$ cat src/wst2d_pkg.sv
// shared types and constants for the window sum threshold block
// no dependencies; imported by every module of the block
`default_nettype none

package wst2d_pkg;

  // configuration port
  localparam int ADDR_W    = 3;
  localparam int DATA_W    = 32;
  localparam int REG_IDX_W = 1;
  localparam logic [REG_IDX_W-1:0] REG_COUNT_CUTOFF = 1'b0;
  localparam logic [REG_IDX_W-1:0] REG_WINDOW_SIZE  = 1'b1;

  // field widths
  localparam int CUTOFF_W  = 16;
  localparam int WS_W      = 3;
  localparam int POS_W     = 8;
  localparam int VAL_W     = 8;
  localparam int RES_W     = 9;
  localparam int CNT_W     = 16;

  localparam logic [CUTOFF_W-1:0] CUTOFF_RST = '0;
  localparam logic [WS_W-1:0]     WS_RST     = 3'd1;

  // opcodes
  localparam logic OP_LOAD  = 1'b0;
  localparam logic OP_QUERY = 1'b1;

  // parameter defaults
  localparam int DEF_MATRIX_SIZE = 256;
  localparam int DEF_MAX_WINDOW  = 7;

  typedef struct packed {
    logic               opcode;
    logic [POS_W-1:0]   load_row;
    logic [POS_W-1:0]   load_col;
    logic [VAL_W-1:0]   entry_value;
    logic [RES_W-1:0]   first_residue;
    logic [RES_W-1:0]   second_residue;
  } in_item_t;

  typedef struct packed {
    logic               passes;
    logic [CNT_W-1:0]   window_count;
  } out_item_t;

  typedef struct packed {
    logic [CUTOFF_W-1:0] count_cutoff;
    logic [WS_W-1:0]     window_size;
  } cfg_t;

  typedef struct packed {
    logic      valid;
    out_item_t item;
  } res_t;

endpackage

`default_nettype wire

$ cat src/wst2d_regs.sv
// configuration registers behind the apb-style port
// depends on wst2d_pkg
`default_nettype none

module wst2d_regs
  import wst2d_pkg::*;
(
  input  wire logic              clk_i,
  input  wire logic              rst_ni,
  input  wire logic              psel,
  input  wire logic              penable,
  input  wire logic              pwrite,
  input  wire logic [ADDR_W-1:0] paddr,
  input  wire logic [DATA_W-1:0] pwdata,
  output logic      [DATA_W-1:0] prdata,
  output logic                   pready,
  output cfg_t                   cfg_o
);

  logic [CUTOFF_W-1:0]  cutoff_q;
  logic [WS_W-1:0]      ws_q;
  logic [REG_IDX_W-1:0] idx;
  logic                 wr_en;

  assign idx    = paddr[ADDR_W-1:2];
  assign pready = 1'b1;
  assign wr_en  = psel & penable & pwrite;

  always_ff @(posedge clk_i or negedge rst_ni) begin
    if (!rst_ni) begin
      cutoff_q <= CUTOFF_RST;
      ws_q     <= WS_RST;
    end else if (wr_en) begin
      case (idx)
        REG_COUNT_CUTOFF: cutoff_q <= pwdata[CUTOFF_W-1:0];
        REG_WINDOW_SIZE:  ws_q     <= pwdata[WS_W-1:0];
        default: ;
      endcase
    end
  end

  always_comb begin
    case (idx)
      REG_COUNT_CUTOFF: prdata = DATA_W'(cutoff_q);
      REG_WINDOW_SIZE:  prdata = DATA_W'(ws_q);
      default:          prdata = '0;
    endcase
  end

  assign cfg_o.count_cutoff = cutoff_q;
  assign cfg_o.window_size  = ws_q;

endmodule

`default_nettype wire

$ cat config.mk
export PLATFORM = sky130hd
export DESIGN_NAME = wst2d_regs
export DESIGN_NICKNAME = d
export VERILOG_FILES = /design/src/wst2d_pkg.sv /design/src/wst2d_regs.sv
export SDC_FILE = /design/constraint.sdc
export NUM_CORES = 1
export LEC_CHECK = 0
export BUFFER_PORTS_ARGS = -buffer_cell sky130_fd_sc_hd__buf_2
export CAP_MARGIN = 20
export CORE_MARGIN = 4
export CORE_UTILIZATION = 41
export CTS_BUF_LIST = sky130_fd_sc_hd__clkbuf_2
export CTS_CLUSTER_DIAMETER = 80
export DETAILED_ROUTE_END_ITERATION = 7
export GPL_TIMING_DRIVEN = 0
export PLACE_DENSITY = 0.87
export RECOVER_POWER = 25
export SYNTH_ARGS = -nofsm -noshare
export SYNTH_HDL_FRONTEND = slang
export SYNTH_SLANG_ARGS = --single-unit
export TNS_END_PERCENT = 100
$ cat constraint.sdc
create_clock -name clk_i -period 1.4 [get_ports clk_i]
set_input_delay 0.28 -clock clk_i [delete_from_list [all_inputs] [get_ports clk_i]]
set_output_delay 0.28 -clock clk_i [all_outputs]
set_load 0.05 [all_outputs]
==> impl_metrics.toml <==
[outcome]
status = "finished with violations"
violations = "setup timing"

[die]
num_rows = 17
core_sq_um = 2300
start_util = 0.450
die_h_microns = 58.2
fp.dieW_microns = 58.2
pin_count = 92
dieArea_sq_um = 3390

[detailed_routing]
vias_per_cell = 4.32
top_layer = "met4"
wl_mm = 2.64
met1_length_microns = 954
drt-initial-drc-count = 18
wl_met2_mm = 1.40
drc_errors = 0
wl_met3_microns = 276
drt_first_pass_iters = 4
num_vias = 820
wl_per_cell_microns = 13.9
ant_nets = 0

[timing]
period_needed_ns = 1.44
fin_crit_sh = 1.03
fin_skew_ns = 0
setup_slack_ns = -0.0418
hold_viol = 0
report.final.slew_viol_count = 0
setup_viol = 4
fmax_ghz = 0.694
rsz0062_at_grt = "true"
hold_slack_ns = 0.195

[worst_setup_path]
start_kind = "flip-flop"
cp_cell_sequence = "mux2_4 -> buf_8"
cpPeakStageDelay_ns = 0.57
r2r_cells = 2
crit_fanout = 3
cpLargestDelayFamily = "flip-flops"
path_buf_inv = 1
r2r_start = "cutoff_q[1]"
r2r_slack_ns = 0.50
crit_slowest_cell = "dfstp_2"
timing.critical_path.from = "ws_q[0]"
cp.arrival_ns = 1.16
cp_data_required_time_ns = 1.12
reg2reg_to = "cutoff_q[1]"
crit_type = "reg2out"
end_kind = "primary output"

[final_layout]
nNetsFinal = 203
areaGrowthSynthToFinish_pct = 61.1
seq_area_sq_um = 477
fill_cells = 169
diodes = 0
drive_gt1_frac = 0.772
multi_input_comb_area_sq_um = 527
final_core_util = 0.725

[clock_tree]
h-tree-depth = 1
cts_tree = "done"
cts.path.max_buffers = 2
cts_buffers = 3
clk_latency_ns = 0.29
path_clk_slew_ns = 0.17
cts_root_buf = "clkbuf_2"
cts.sinks = 19

[global_route]
grt_overflow = 0
antenna_found_initial = 0
grt_pass1_wl_mm = 3.88
grt_usage = 0.153
first_global_vias = 829
grt_max_degree = 20

[logic_synthesis]
synth_cell_type_count = 11
yosys_warnings = 0
synth_most_common_cell = "dfrtp_1"
dominantRegCellSynth = "dfrtp_1"
ys_async_sr_fraction = 1.00
yosys-top-cells-area = "dfrtp_1 (44%), mux2_4 (15%), mux2_2 (13%), buf_4 (12%), nor2b_1 (7.9%)"
synthTopCellsByCount = "dfrtp_1 (18), buf_4 (17), nor2b_1 (13)"
syn-instance-count = 78
syn_area_per_cell_sq_um = 13.3
synth_area_sq_um = 1030
synth_edf_count = 0
yosysTopAreaCell = "dfrtp_1"
seq_area_frac_synth = 0.461
synth.top_cell.area_share = 0.435
ys_seq_elements = 19

[placement]
gp_congestion = 0.685
portBuffers = 55
dpl.hpwl_mm = 1.90
pre_cts_slack_ns = -0.180

[job]
drv_cap = 0

[pwr]
p_int_w = 0.00131
peakVddDrop_v = 0.00103
power_frac_comb = 0.618
p_seq_frac = 0.294
switching_share = 0.492
p_leak_nw = 0.938
clkPwrFrac = 0.089
power_switching_w = 0.00127
cellPowerDensity_nw_per_um2 = 1540

[hold_path]
hp-start = "pwdata[7]"
hold_end = "cutoff_q[7]"
hold_class = "in2reg"
hold_depth = 2
==> cells in the final DEF (no fill, tap or decap) <==
| master | instances |
|---|---|
| nor2b_2 | 7 |
| dfrtp_1 | 18 |
| nand4_1 | 1 |
| clkinv_2 | 1 |
| buf_4 | 31 |
| clkbuf_4 | 1 |
| dlygate4sd3_1 | 1 |
| mux2_4 | 11 |
| nand4b_4 | 1 |
| buf_8 | 1 |
| conb_1 | 17 |
| buf_6 | 14 |
| buf_2 | 36 |
| nor2b_4 | 6 |
| clkbuf_2 | 4 |
| mux2_2 | 11 |
| dfstp_2 | 1 |
==> power by group through the flow <==
stage,sequential [W],clock [W],combinational (W)
floorplan,0.00119,0,0.000662
global placement,0.000757,0,0.00135
detailed placement,0.000770,0,0.00136
CTS,0.000750,0.000243,0.00148
global route,0.000773,0.000263,0.00165
finish,0.000756,0.000228,0.00159
==> area by class of cell <==
| type | count | area share |
|---|---|---|
| Multi-Input combinational cell | 54 | 0.316 |
| Clock buffer | 3 | 0.00901 |
| Clock inverter | 1 | 0.00300 |
| Sequential cell | 19 | 0.286 |
| Buffer | 20 | 0.0931 |
| Tap cell | 28 | 0.0210 |
| Timing Repair Buffer | 65 | 0.272 |
==> sequential cells by signal, indices dropped and copies added (netlist names) <==
signal,cells
cutoff_q,16
ws_q,3
==> what timing repair did <==
action,CTS,global route
resized for setup,16,31
hold endpoints to repair,18,0
endpoints found under the setup margin,15,19
pin swaps,0,0
setup buffers,5,4
hold buffers,1,0
==> through the flow <==
stage,total power (W),instance area (sq um),cells,TNS [ns]
3_3_place_gp,0.00211,1450,176,-1.23
5_1_grt,0.00269,1670,190,-0.377
6_report,0.00257,1670,190,-0.109
2_1_floorplan,0.00185,1140,93,-0.578
3_5_place_dp,0.00213,1450,176,-1.63
4_1_cts,0.00248,1560,186,-0.187
==> worst max path at each step <==
stage	end	cells after the start
3_3_place_gp	prdata[10]	4
2_1_floorplan	prdata[14]	1
3_5_place_dp	prdata[5]	4
6_report	prdata[0]	2
5_1_grt	prdata[0]	2
4_1_cts	prdata[0]	2
==> per-layer routing <==
layer,up-vias,global-route usage
met5,-,0
met4,0,0.0695
met3,2,0.0379
met2,46,0.279
met1,383,0.165
li1,389,-
==> cells by family (layout without fill, tap and decap cells) <==
group,count (synthesis),after routing,synth area share
AND/OR/NAND/NOR,15,15,0.108
other,2,17,0.00726
buffers and inverters,20,89,0.149
multiplexers,22,22,0.276
flip-flops,19,19,0.461
No activity file was read; power rests on OpenSTA's default activity.
